--- config.mk ---
export PLATFORM = sky130hd
export DESIGN_NAME = staggered_divergence_max_core_flat
export DESIGN_NICKNAME = d
export VERILOG_FILES = /design/src/hdl/sdm_pkg.sv /design/src/hdl/sdm_if.sv /design/src/hdl/sdm_mul.sv /design/src/hdl/sdm_div.sv /design/src/hdl/staggered_divergence_max_core.sv /design/src/flat_wrapper.sv
export VERILOG_INCLUDE_DIRS = /design/src /design/src/hdl
export SDC_FILE = /design/constraint.sdc
export NUM_CORES = 2
export LEC_CHECK = 0
export BUFFER_PORTS_ARGS = -buffer_cell sky130_fd_sc_hd__buf_2
export CAP_MARGIN = 15
export CORE_MARGIN = 2
export CORE_UTILIZATION = 60
export DETAILED_ROUTE_END_ITERATION = 12
export GPL_TIMING_DRIVEN = 0
export HOLD_SLACK_MARGIN = 0.03
export PLACE_DENSITY = 0.91
export SLEW_MARGIN = 20
export SYNTH_ARGS = -nofsm -noshare
export SYNTH_HDL_FRONTEND = slang
export SYNTH_SLANG_ARGS = --single-unit
--- constraint.sdc ---
create_clock -name i_clk -period 26.6 [get_ports i_clk]
set_clock_uncertainty 0.1 [all_clocks]
set_input_delay 7.98 -clock i_clk [delete_from_list [all_inputs] [get_ports i_clk]]
set_output_delay 7.98 -clock i_clk [all_outputs]
set_load 0.02 [all_outputs]
--- src/hdl/staggered_divergence_max_core_defines.svh ---
// Assertion macros shared by the staggered divergence core.
// No dependencies; included by files that carry concurrent assertions.
`ifndef STAGGERED_DIVERGENCE_MAX_CORE_DEFINES_SVH
`define STAGGERED_DIVERGENCE_MAX_CORE_DEFINES_SVH

// same-cycle implication, disabled while reset is low
`define SDM_ASSERT_IMP(label, clk, rst_n, ante, cons, msg) \
    label: assert property (@(posedge clk) disable iff (!rst_n) (ante) |-> (cons)) \
        else $error(msg);

// next-cycle implication, disabled while reset is low
`define SDM_ASSERT_NXT(label, clk, rst_n, ante, cons, msg) \
    label: assert property (@(posedge clk) disable iff (!rst_n) (ante) |=> (cons)) \
        else $error(msg);

`endif

--- src/hdl/sdm_pkg.sv ---
// Shared widths, constants and beat types of the staggered divergence core.
// No dependencies.
`default_nettype none

package sdm_pkg;

    localparam int FRAC_BITS_DEF = 16;
    localparam int VEL_W         = 32;
    localparam int SPC_W         = 31;
    localparam int PROD_W        = 62;
    localparam int QUOT_W        = 60;
    localparam int MUL_STEPS     = VEL_W;

    localparam logic [SPC_W-1:0] Z_SPACING_RST = SPC_W'(65536);

    typedef struct packed {
        logic signed [VEL_W-1:0] ux_low;
        logic signed [VEL_W-1:0] ux_high;
        logic signed [VEL_W-1:0] uy_low;
        logic signed [VEL_W-1:0] uy_high;
        logic signed [VEL_W-1:0] uz_low;
        logic signed [VEL_W-1:0] uz_high;
        logic        [SPC_W-1:0] hx_low;
        logic        [SPC_W-1:0] hx_high;
        logic        [SPC_W-1:0] hy_cell;
        logic        [SPC_W-1:0] jd_low;
        logic        [SPC_W-1:0] jd_mid;
        logic        [SPC_W-1:0] jd_high;
    } t_cell;

    typedef struct packed {
        logic signed [VEL_W-1:0] divergence;
        logic        [SPC_W-1:0] max_abs_div;
    } t_result;

endpackage

`default_nettype wire

--- src/hdl/sdm_if.sv ---
// Valid/ready channel interfaces for cell beats and result beats.
// Depends on sdm_pkg for the payload types.
`default_nettype none

interface sdm_in_if import sdm_pkg::*; ();
    logic  valid;
    logic  ready;
    t_cell data;

    modport source (output valid, output data, input ready);
    modport sink   (input valid, input data, output ready);
endinterface

interface sdm_out_if import sdm_pkg::*; ();
    logic    valid;
    logic    ready;
    t_result data;

    modport source (output valid, output data, input ready);
    modport sink   (input valid, input data, output ready);
endinterface

`default_nettype wire

--- src/hdl/sdm_mul.sv ---
// Bit-serial shift-add multiplier: one multiplier bit per cycle, 32-bit adder.
// Depends on sdm_pkg.
`default_nettype none

module sdm_mul
    import sdm_pkg::*;
(
    input  logic              i_clk,
    input  logic              i_rst_n,
    input  logic              i_start,
    input  logic [SPC_W-1:0]  i_a,
    input  logic [VEL_W-1:0]  i_b,
    output logic              o_done,
    output logic [PROD_W-1:0] o_prod
);

    localparam int CNT_W = $clog2(MUL_STEPS);

    logic               r_busy;
    logic               r_done;
    logic [CNT_W-1:0]   r_cnt;
    logic [SPC_W-1:0]   r_a;
    logic [SPC_W-1:0]   r_hi;
    logic [VEL_W-1:0]   r_lo;
    logic [VEL_W-1:0]   step_sum;
    logic [SPC_W+VEL_W-1:0] full_prod;

    assign step_sum  = {1'b0, r_hi} + (r_lo[0] ? {1'b0, r_a} : {VEL_W{1'b0}});
    assign full_prod = {r_hi, r_lo};
    assign o_prod    = full_prod[PROD_W-1:0];
    assign o_done    = r_done;

    always_ff @(posedge i_clk) begin
        if (!i_rst_n) begin
            r_busy <= 1'b0;
            r_done <= 1'b0;
            r_cnt  <= '0;
        end else begin
            r_done <= 1'b0;
            if (i_start) begin
                r_busy <= 1'b1;
                r_cnt  <= '0;
            end else if (r_busy) begin
                r_cnt <= r_cnt + CNT_W'(1);
                if (r_cnt == CNT_W'(MUL_STEPS - 1)) begin
                    r_busy <= 1'b0;
                    r_done <= 1'b1;
                end
            end
        end
    end

    always_ff @(posedge i_clk) begin
        if (i_start) begin
            r_a  <= i_a;
            r_hi <= '0;
            r_lo <= i_b;
        end else if (r_busy) begin
            r_hi <= step_sum[VEL_W-1:1];
            r_lo <= {step_sum[0], r_lo[VEL_W-1:1]};
        end
    end

endmodule

`default_nettype wire

--- src/hdl/sdm_div.sv ---
// Restoring serial divider: one quotient bit per cycle, saturating at 2^60-1.
// Depends on sdm_pkg.
`default_nettype none

module sdm_div
    import sdm_pkg::*;
#(
    parameter int NUM_W = PROD_W + FRAC_BITS_DEF
) (
    input  logic                      i_clk,
    input  logic                      i_rst_n,
    input  logic                      i_start,
    input  logic [NUM_W-1:0]          i_num,
    input  logic [SPC_W-1:0]          i_den,
    input  logic [$clog2(NUM_W)-1:0]  i_steps,
    output logic                      o_done,
    output logic [QUOT_W-1:0]         o_quot
);

    localparam int STEP_W = $clog2(NUM_W);

    logic              r_busy;
    logic              r_done;
    logic [STEP_W-1:0] r_cnt;
    logic [NUM_W-1:0]  r_num;
    logic [SPC_W-1:0]  r_den;
    logic [SPC_W-1:0]  r_rem;
    logic [QUOT_W:0]   r_q;
    logic              r_ovf;
    logic              r_zero;
    logic [SPC_W:0]    trial;
    logic [SPC_W:0]    diff;
    logic              take;

    assign trial  = {r_rem, r_num[NUM_W-1]};
    assign diff   = trial - {1'b0, r_den};
    assign take   = (trial >= {1'b0, r_den});
    assign o_done = r_done;
    assign o_quot = (r_zero || r_ovf || r_q[QUOT_W]) ? {QUOT_W{1'b1}} : r_q[QUOT_W-1:0];

    always_ff @(posedge i_clk) begin
        if (!i_rst_n) begin
            r_busy <= 1'b0;
            r_done <= 1'b0;
            r_cnt  <= '0;
        end else begin
            r_done <= 1'b0;
            if (i_start) begin
                r_busy <= 1'b1;
                r_cnt  <= i_steps;
            end else if (r_busy) begin
                r_cnt <= r_cnt - STEP_W'(1);
                if (r_cnt == STEP_W'(1)) begin
                    r_busy <= 1'b0;
                    r_done <= 1'b1;
                end
            end
        end
    end

    always_ff @(posedge i_clk) begin
        if (i_start) begin
            r_num  <= i_num;
            r_den  <= i_den;
            r_rem  <= '0;
            r_q    <= '0;
            r_ovf  <= 1'b0;
            r_zero <= (i_den == '0);
        end else if (r_busy) begin
            r_num <= {r_num[NUM_W-2:0], 1'b0};
            r_rem <= take ? diff[SPC_W-1:0] : trial[SPC_W-1:0];
            r_q   <= {r_q[QUOT_W-1:0], take};
            r_ovf <= r_ovf | r_q[QUOT_W];
        end
    end

endmodule

`default_nettype wire

--- src/hdl/staggered_divergence_max_core.sv ---
// A new cell is accepted only in the idle state, once the previous result is emitted; the
// serial divider retires one quotient bit per cycle over five divisions, the multiplier
// one bit.
// Reset (synchronous, active low) clears the running maximum, the output valid
// and the sequencer, and sets z_spacing to 1.0.
`default_nettype none
`include "staggered_divergence_max_core_defines.svh"

module staggered_divergence_max_core
    import sdm_pkg::*;
#(
    parameter int FRAC_BITS = FRAC_BITS_DEF
) (
    input  logic             i_clk,
    input  logic             i_rst_n,
    input  logic             i_cfg_wr_en,
    input  logic [SPC_W-1:0] i_cfg_wr_data,
    sdm_in_if.sink           i_cell,
    sdm_out_if.source        o_res
);

    localparam int NUM_W  = PROD_W + FRAC_BITS;
    localparam int STEP_W = $clog2(NUM_W);
    localparam int XMAG_W = PROD_W - 1;
    localparam int YMAG_W = VEL_W + 1;
    localparam int XPAD_W = NUM_W - XMAG_W - FRAC_BITS;
    localparam int YPAD_W = NUM_W - YMAG_W - FRAC_BITS;
    localparam int ACC_W  = QUOT_W + 3;

    localparam logic [STEP_W-1:0] STEPS_FLUX = STEP_W'(PROD_W);
    localparam logic [STEP_W-1:0] STEPS_X    = STEP_W'(XMAG_W + FRAC_BITS);
    localparam logic [STEP_W-1:0] STEPS_YZ   = STEP_W'(YMAG_W + FRAC_BITS);

    localparam logic [VEL_W-1:0] SAT_POS = {1'b0, {(VEL_W-1){1'b1}}};
    localparam logic [VEL_W-1:0] SAT_NEG = {1'b1, {(VEL_W-1){1'b0}}};

    typedef enum logic [4:0] {
        S_IDLE = 5'b00001,
        S_LOAD = 5'b00010,
        S_MUL  = 5'b00100,
        S_DIV  = 5'b01000,
        S_EMIT = 5'b10000
    } t_state;

    typedef enum logic [2:0] {
        OP_FLUX_HI,
        OP_FLUX_LO,
        OP_DIV_X,
        OP_DIV_Y,
        OP_DIV_Z
    } t_op;

    function automatic logic [VEL_W-1:0] abs_vel(input logic [VEL_W-1:0] v);
        return v[VEL_W-1] ? (~v + VEL_W'(1)) : v;
    endfunction

    function automatic logic [SPC_W-1:0] sat_mag(input logic [VEL_W-1:0] v);
        logic [VEL_W-1:0] m;
        m = abs_vel(v);
        return m[VEL_W-1] ? {SPC_W{1'b1}} : m[SPC_W-1:0];
    endfunction

    t_state              r_state, n_state;
    t_op                 r_op, n_op;
    logic signed [ACC_W-1:0] r_acc, n_acc;
    logic                r_neg, n_neg;
    t_cell               r_cell;
    logic [SPC_W-1:0]    r_zsp;
    logic [SPC_W-1:0]    r_max;
    t_result             r_out;
    logic                r_out_valid;

    logic                mul_start, mul_done;
    logic [SPC_W-1:0]    mul_a;
    logic [VEL_W-1:0]    mul_b;
    logic [PROD_W-1:0]   mul_prod;
    logic                div_start, div_done;
    logic [NUM_W-1:0]    div_num;
    logic [SPC_W-1:0]    div_den;
    logic [STEP_W-1:0]   div_steps;
    logic [QUOT_W-1:0]   div_quot;
    logic                ld_neg;
    logic                emit;

    logic [ACC_W-1:0]    acc_mag;
    logic signed [YMAG_W-1:0] ydiff, zdiff;
    logic [YMAG_W-1:0]   ymag, zmag;
    logic [ACC_W-1:0]    q_ext, addend;
    logic                sum_hi, sum_lo;
    logic [VEL_W-1:0]    sat_div;
    logic [SPC_W-1:0]    div_mag, n_max;
    logic [SPC_W-1:0]    out_mag;

    sdm_mul u_mul (
        .i_clk   (i_clk),
        .i_rst_n (i_rst_n),
        .i_start (mul_start),
        .i_a     (mul_a),
        .i_b     (mul_b),
        .o_done  (mul_done),
        .o_prod  (mul_prod)
    );

    sdm_div #(
        .NUM_W (NUM_W)
    ) u_div (
        .i_clk   (i_clk),
        .i_rst_n (i_rst_n),
        .i_start (div_start),
        .i_num   (div_num),
        .i_den   (div_den),
        .i_steps (div_steps),
        .o_done  (div_done),
        .o_quot  (div_quot)
    );

    assign i_cell.ready = (r_state == S_IDLE);
    assign o_res.valid  = r_out_valid;
    assign o_res.data   = r_out;

    assign acc_mag = r_acc[ACC_W-1] ? (~r_acc + ACC_W'(1)) : r_acc;
    assign ydiff   = {r_cell.uy_high[VEL_W-1], r_cell.uy_high}
                   - {r_cell.uy_low[VEL_W-1], r_cell.uy_low};
    assign zdiff   = {r_cell.uz_high[VEL_W-1], r_cell.uz_high}
                   - {r_cell.uz_low[VEL_W-1], r_cell.uz_low};
    assign ymag    = ydiff[YMAG_W-1] ? (~ydiff + YMAG_W'(1)) : ydiff;
    assign zmag    = zdiff[YMAG_W-1] ? (~zdiff + YMAG_W'(1)) : zdiff;

    assign q_ext  = {{(ACC_W-QUOT_W){1'b0}}, div_quot};
    assign addend = (r_neg ^ (r_op == OP_FLUX_LO)) ? (~q_ext + ACC_W'(1)) : q_ext;

    assign sum_hi  = !r_acc[ACC_W-1] && (|r_acc[ACC_W-2:VEL_W-1]);
    assign sum_lo  = r_acc[ACC_W-1] && !(&r_acc[ACC_W-2:VEL_W-1]);
    assign sat_div = sum_hi ? SAT_POS : (sum_lo ? SAT_NEG : r_acc[VEL_W-1:0]);
    assign div_mag = sat_mag(sat_div);
    assign n_max   = (div_mag > r_max) ? div_mag : r_max;
    assign out_mag = sat_mag(r_out.divergence);

    always_comb begin
        mul_a     = r_cell.jd_high;
        mul_b     = abs_vel(r_cell.ux_high);
        ld_neg    = r_cell.ux_high[VEL_W-1];
        div_den   = r_cell.hx_high;
        div_num   = {mul_prod, {FRAC_BITS{1'b0}}};
        div_steps = STEPS_FLUX;
        case (r_op)
            OP_FLUX_LO: begin
                mul_a   = r_cell.jd_low;
                mul_b   = abs_vel(r_cell.ux_low);
                ld_neg  = r_cell.ux_low[VEL_W-1];
                div_den = r_cell.hx_low;
            end
            OP_DIV_X: begin
                ld_neg    = r_acc[ACC_W-1];
                div_den   = r_cell.jd_mid;
                div_num   = {acc_mag[XMAG_W-1:0], {FRAC_BITS{1'b0}}, {XPAD_W{1'b0}}};
                div_steps = STEPS_X;
            end
            OP_DIV_Y: begin
                ld_neg    = ydiff[YMAG_W-1];
                div_den   = r_cell.hy_cell;
                div_num   = {ymag, {FRAC_BITS{1'b0}}, {YPAD_W{1'b0}}};
                div_steps = STEPS_YZ;
            end
            OP_DIV_Z: begin
                ld_neg    = zdiff[YMAG_W-1];
                div_den   = r_zsp;
                div_num   = {zmag, {FRAC_BITS{1'b0}}, {YPAD_W{1'b0}}};
                div_steps = STEPS_YZ;
            end
            default: begin
                mul_a = r_cell.jd_high;
            end
        endcase
    end

    always_comb begin
        n_state   = r_state;
        n_op      = r_op;
        n_acc     = r_acc;
        n_neg     = r_neg;
        mul_start = 1'b0;
        div_start = 1'b0;
        emit      = 1'b0;
        unique case (r_state)
            S_IDLE: begin
                if (i_cell.valid) begin
                    n_state = S_LOAD;
                    n_op    = OP_FLUX_HI;
                    n_acc   = '0;
                end
            end
            S_LOAD: begin
                n_neg = ld_neg;
                if (r_op == OP_FLUX_HI || r_op == OP_FLUX_LO) begin
                    mul_start = 1'b1;
                    n_state   = S_MUL;
                end else begin
                    div_start = 1'b1;
                    n_state   = S_DIV;
                    if (r_op == OP_DIV_X) begin
                        n_acc = '0;
                    end
                end
            end
            S_MUL: begin
                if (mul_done) begin
                    div_start = 1'b1;
                    n_state   = S_DIV;
                end
            end
            S_DIV: begin
                if (div_done) begin
                    n_acc = r_acc + addend;
                    if (r_op == OP_DIV_Z) begin
                        n_state = S_EMIT;
                    end else begin
                        n_state = S_LOAD;
                        unique case (r_op)
                            OP_FLUX_HI: n_op = OP_FLUX_LO;
                            OP_FLUX_LO: n_op = OP_DIV_X;
                            OP_DIV_X:   n_op = OP_DIV_Y;
                            default:    n_op = OP_DIV_Z;
                        endcase
                    end
                end
            end
            S_EMIT: begin
                if (!r_out_valid || o_res.ready) begin
                    emit    = 1'b1;
                    n_state = S_IDLE;
                end
            end
            default: begin
                n_state = S_IDLE;
            end
        endcase
    end

    always_ff @(posedge i_clk) begin
        if (!i_rst_n) begin
            r_state     <= S_IDLE;
            r_zsp       <= Z_SPACING_RST;
            r_max       <= '0;
            r_out_valid <= 1'b0;
        end else begin
            r_state <= n_state;
            if (i_cfg_wr_en) begin
                r_zsp <= i_cfg_wr_data;
            end
            if (emit) begin
                r_out_valid <= 1'b1;
                r_max       <= n_max;
            end else if (o_res.ready) begin
                r_out_valid <= 1'b0;
            end
        end
    end

    always_ff @(posedge i_clk) begin
        r_op  <= n_op;
        r_acc <= n_acc;
        r_neg <= n_neg;
        if (i_cell.valid && i_cell.ready) begin
            r_cell <= i_cell.data;
        end
        if (emit) begin
            r_out.divergence  <= sat_div;
            r_out.max_abs_div <= n_max;
        end
    end

    `SDM_ASSERT_IMP(a_mul_done_in_mul, i_clk, i_rst_n, mul_done, r_state == S_MUL,
        "multiplier finished outside the multiply state")
    `SDM_ASSERT_IMP(a_div_done_in_div, i_clk, i_rst_n, div_done, r_state == S_DIV,
        "divider finished outside the divide state")
    `SDM_ASSERT_NXT(a_max_monotone, i_clk, i_rst_n, 1'b1, r_max >= $past(r_max),
        "running maximum decreased")
    `SDM_ASSERT_IMP(a_max_covers_beat, i_clk, i_rst_n, r_out_valid,
        r_out.max_abs_div >= out_mag, "result beat exceeds its running maximum")

endmodule

`default_nettype wire

--- src/flat_wrapper.sv ---
// flat-port wrapper written by rule: the top's interface ports become plain ports
module staggered_divergence_max_core_flat import sdm_pkg::*;
#(
    parameter int FRAC_BITS = FRAC_BITS_DEF
)
  (i_clk, i_rst_n, i_cfg_wr_en, i_cfg_wr_data, i_cell_valid, i_cell_data, i_cell_ready, o_res_valid, o_res_data, o_res_ready);
  sdm_in_if i_cell_i ();
  sdm_out_if o_res_i ();
  input  logic i_clk;
  input  logic i_rst_n;
  input  logic i_cfg_wr_en;
  input  logic [SPC_W-1:0] i_cfg_wr_data;
  input wire logic [$bits(i_cell_i.valid)-1:0] i_cell_valid;
  input wire logic [$bits(i_cell_i.data)-1:0] i_cell_data;
  output wire logic [$bits(i_cell_i.ready)-1:0] i_cell_ready;
  output wire logic [$bits(o_res_i.valid)-1:0] o_res_valid;
  output wire logic [$bits(o_res_i.data)-1:0] o_res_data;
  input wire logic [$bits(o_res_i.ready)-1:0] o_res_ready;
  assign i_cell_i.valid = i_cell_valid;
  assign i_cell_i.data = i_cell_data;
  assign i_cell_ready = i_cell_i.ready;
  assign o_res_valid = o_res_i.valid;
  assign o_res_data = o_res_i.data;
  assign o_res_i.ready = o_res_ready;
  staggered_divergence_max_core #(.FRAC_BITS(FRAC_BITS)) u_core (.i_clk(i_clk), .i_rst_n(i_rst_n), .i_cfg_wr_en(i_cfg_wr_en), .i_cfg_wr_data(i_cfg_wr_data), .i_cell(i_cell_i), .o_res(o_res_i));
endmodule
==> results.md <==
- The run finished with clean final reports.
- The number of setup buffers added after CTS is 0.
- The detailed-route wire length per cell is 23.3 µm.
- The worst voltage drop across the vdd grid is 81.0 µV.
- Gates resized during post-CTS repair numbered 0.
- The number of enable flip-flop cells after synthesis is 665.
- The final critical path time including I/O delays and setup is 10.14 ns.
- Summed over all nets, the switching power comes to 3.21 mW.
- Leaving out fill and tap cells, the most frequent cell in the layout is edfxtp_1.
- The worst-margin pin slew is 1.26 ns.
- The worst hold path belongs to the class reg -> reg.
- The clock share of power is a little under a fifth.
- Setup violations remaining at the end of the flow were counted as 0.
- The reported leakage power is 22.7 nW.
- In the final layout, the share of cells above drive strength 1 is 12.5%.
- The number of max-cap violations is 0.
- In this run the count of I/O pins placed on the die edge is 479.
- The timing-limited maximum frequency is between 90 and 100 MHz.
- The initial utilization of the core area, before any placement, comes to between 60% and 70%.
- Of all nets on the critical path, the largest fanout is 6.
- Of the total power, the share spent switching nets is 44.6%.
- Using the TritonRoute via totals, the vias-per-cell ratio works out to 6.41.
- The H-tree generated during clock tree synthesis spans 3 levels.
- The cell at the root of the clock tree is clkbuf_16.
- The worst setup path is launched from a flip-flop.
- In this run, distinct cell masters in the synthesized netlist total between 90 and 100.
- Summed over all layers, the global routing overflow is 0.
- The smallest setup slack after layout is 16.46 ns.
- The share of the clock period used by the worst path is 38.1%.
- The global-route total usage across every layer is 36.9%.
- The number of nets in the synthesized netlist is 5839.
- The buffer depth of the longest clock path is 3.
- The detail route stage leaves a number of antenna-violating nets equal to 0.
- The number of buffers added on ports is 477.
- Data on the critical path arrives at its endpoint at ~2.1 ns.
- The headroom to the max-slew limit is 16.0%.
- Combinational cells account for 50.6% of the total power.
- After clock tree synthesis, the clock-pin slew on the worst setup and hold paths is 0.06 ns.
- The post-synthesis to final-layout area growth is 14.6%.
- The area of the die is just under 90000 µm².
- The violation count after the first detailed-route iteration is 5651.
- The number of DRC violations after detailed routing is 0.
- The clock sink total is 873.
- The initialized floorplan defines between 100 and 150 standard-cell rows.
- The average size of a mapped cell is 9.74 µm².
- The number of synthesized register bits is 873.
- The clock buffer count from CTS is 92.
- The die is ~300 µm tall.
- The final weighted congestion in routability-driven placement is 1.03.
- In the layout the commonest cells are edfxtp_1, nor2_1, buf_2.
- The power per unit of standard cell area is 124 nW/µm².
- The netlist area before placement is 50500 µm².
- The core region is roughly 84000 µm².
- The number of standard cells after synthesis is 5190.
- Entering global routing, the biggest net connects 64 pins.
- The final number of max-transition violations is 0.
- The category of the critical setup timing path is reg -> out.
- The Yosys step of the flow raised 0 warnings.
- The initial antenna violation count is 35.
- STA puts the critical path data required time at 18.52 ns.
- Of the synthesized area, sequential elements account for 47.8%.
- The number of vias in the routed layout is 44600.
- Counting flops with an async set or reset pin after synthesis yields a share of 0%.
- The final setup TNS is 0 ns.
- Prior to clock tree synthesis, the placed netlist has a worst setup slack of 16.33 ns.
- The share of total power dissipated in sequential elements is 30.5%.
- STA classifies the critical path endpoint as a primary output.
- The number of endpoints with negative hold slack in the final report is 0.
- The number of hold buffers added after CTS was 0.
- Detailed placement ended at an HPWL of 123000 µm.
- The global-route wire length before repair is between 200000 and 250000 µm.
- The final layout contains routed wiring with a total length of 162000 µm.
- The most used flip-flop cell after synthesis is edfxtp_1.
- The horizontal extent of the die is 294 µm.
- Clock latency on the worst-skew pair, taken at its later pin, is 0.72 ns.
- The internal portion of total power is 3.98 mW.
- Setup repair after global routing left no endpoint under its margin.
- The number of nets in the layout is 6427.
- After filler insertion, the fill cell instance count of the layout stands at 6128.
- For this run, the detailed router's first-pass iteration total came to 8.
- TritonCTS built the clock tree.
- The via count of the first global-routing pass is 42700.
==> cell usage after synthesis (69+ instances only) <==
| cell type | n | area (µm²) |
|---|---|---|
| o21ai_0 | 349 | 1750 |
| clkbuf_1 | 232 | 871 |
| nor3_1 | 102 | 510 |
| dfxtp_1 | 208 | 4160 |
| ha_1 | 230 | 2880 |
| nand2_1 | 471 | 1770 |
| a21o_1 | 120 | 901 |
| nor2_1 | 649 | 2440 |
| xnor2_1 | 217 | 1900 |
| xor2_1 | 139 | 1220 |
| a211oi_1 | 69 | 518 |
| mux2i_1 | 163 | 1630 |
| a21oi_1 | 344 | 1720 |
| inv_1 | 210 | 788 |
| edfxtp_1 | 665 | 20000 |
==> critical path, stage by stage, from the launching register on <==
cell and delay, ns:
dfxtp_1 0.33, nor3_1 0.26, nand3b_1 0.30, inv_1 0.25
buf_2 0.20
==> metal layers <==
| metal | global-route usage (%) | share of wire, % | wire length, µm |
|---|---|---|---|
| met4 | 17.7 | 5.1 | 8260 |
| met3 | 9.46 | 12 | 19100 |
| met2 | 59.8 | 46 | 74600 |
| met5 | 0 | 0.11 | 178 |
| met1 | 46.0 | 37 | 60300 |
==> area by class of cell <==
type	instances	area, µm²	area share [%]
antenna	21	52.6	0.0908
tap	1080	1350	2.33
clock inverter	48	549	0.949
sequential	873	24100	41.7
clock buffer	126	2670	4.62
inverter	212	796	1.37
timing repair buffer	494	2700	4.66
buffer	265	1010	1.74
multi-input combinational	3840	24600	42.6
==> registers in the layout, summed over array words and instances (netlist names) <==
| signal | cells |
|---|---|
| u_core.u_div.r_den | 31 |
| u_core.u_div.r_num | 62 |
| u_core.u_mul.r_lo | 32 |
| u_core.u_mul.r_a | 31 |
| u_core.u_div.r_q | 61 |
| u_core.r_acc | 63 |
| u_core.r_neg | 1 |
| u_core.u_div.r_zero | 1 |
| u_core.u_div.o_done | 1 |
| u_core.u_div.r_cnt | 7 |
| u_core.u_mul.r_hi | 31 |
| u_core.r_cell | 378 |
| u_core.o_res.data | 63 |
| u_core.r_state | 5 |
| u_core.o_res.valid | 1 |
| u_core.u_mul.r_busy | 1 |
| u_core.r_max | 31 |
| u_core.r_op | 3 |
| u_core.u_div.r_ovf | 1 |
| u_core.u_div.r_rem | 31 |
| u_core.u_mul.o_done | 1 |
| u_core.u_div.r_busy | 1 |
| u_core.u_mul.r_cnt | 5 |
| u_core.r_zsp | 31 |
==> power by group through the flow <==
stage	logic [mW]	registers [mW]	clock network (mW)
floorplan	2.50	2.18	0
global placement	3.36	2.34	0
detailed placement	3.48	2.20	0
CTS	3.52	2.18	1.36
global route	3.93	2.21	1.41
finish	3.64	2.20	1.36
==> logic make-up after synthesis <==
family | Yosys count | share of synthesized area, %
AO/OA/AOI/OAI | 1372 | 17.4
XOR/XNOR | 356 | 6.17
adder cells (fa/ha/maj) | 235 | 5.89
buffers and inverters | 477 | 3.55
flip-flops | 873 | 47.8
multiplexers | 179 | 3.76
AND/OR/NAND/NOR | 1698 | 15.5
==> through the flow <==
step           hold slack, ns  cells  area (µm²)  utilization (%)  total power [mW]
6_report                0.374   6959       57900             69.3              7.20
5_1_grt                 0.401   6953       57900             69.3              7.55
4_1_cts                 0.372   6938       57800             69.2              7.05
3_5_place_dp            0.349   6764       54600             65.4              5.68
3_3_place_gp            0.345   6747       54300             65.0              5.70
2_1_floorplan           0.336   5190       50500                -              4.68
==> worst paths after layout <==
| kind | depth (start not counted) | endpoint | slack, ns | start |
|---|---|---|---|---|
| setup / recovery | 4 | i_cell_ready | 16.46 | u_core.r_state[1] |
| hold / removal | 2 | u_core.r_max[27] | 0.37 | u_core.r_max[27] |
| setup reg to reg | 26 | u_core.o_res.data[1] | 17.74 | u_core.r_acc[55] |
| hold reg to reg | 2 | u_core.r_max[27] | 0.37 | u_core.r_max[27] |
No activity file was read; power rests on OpenSTA's default activity.
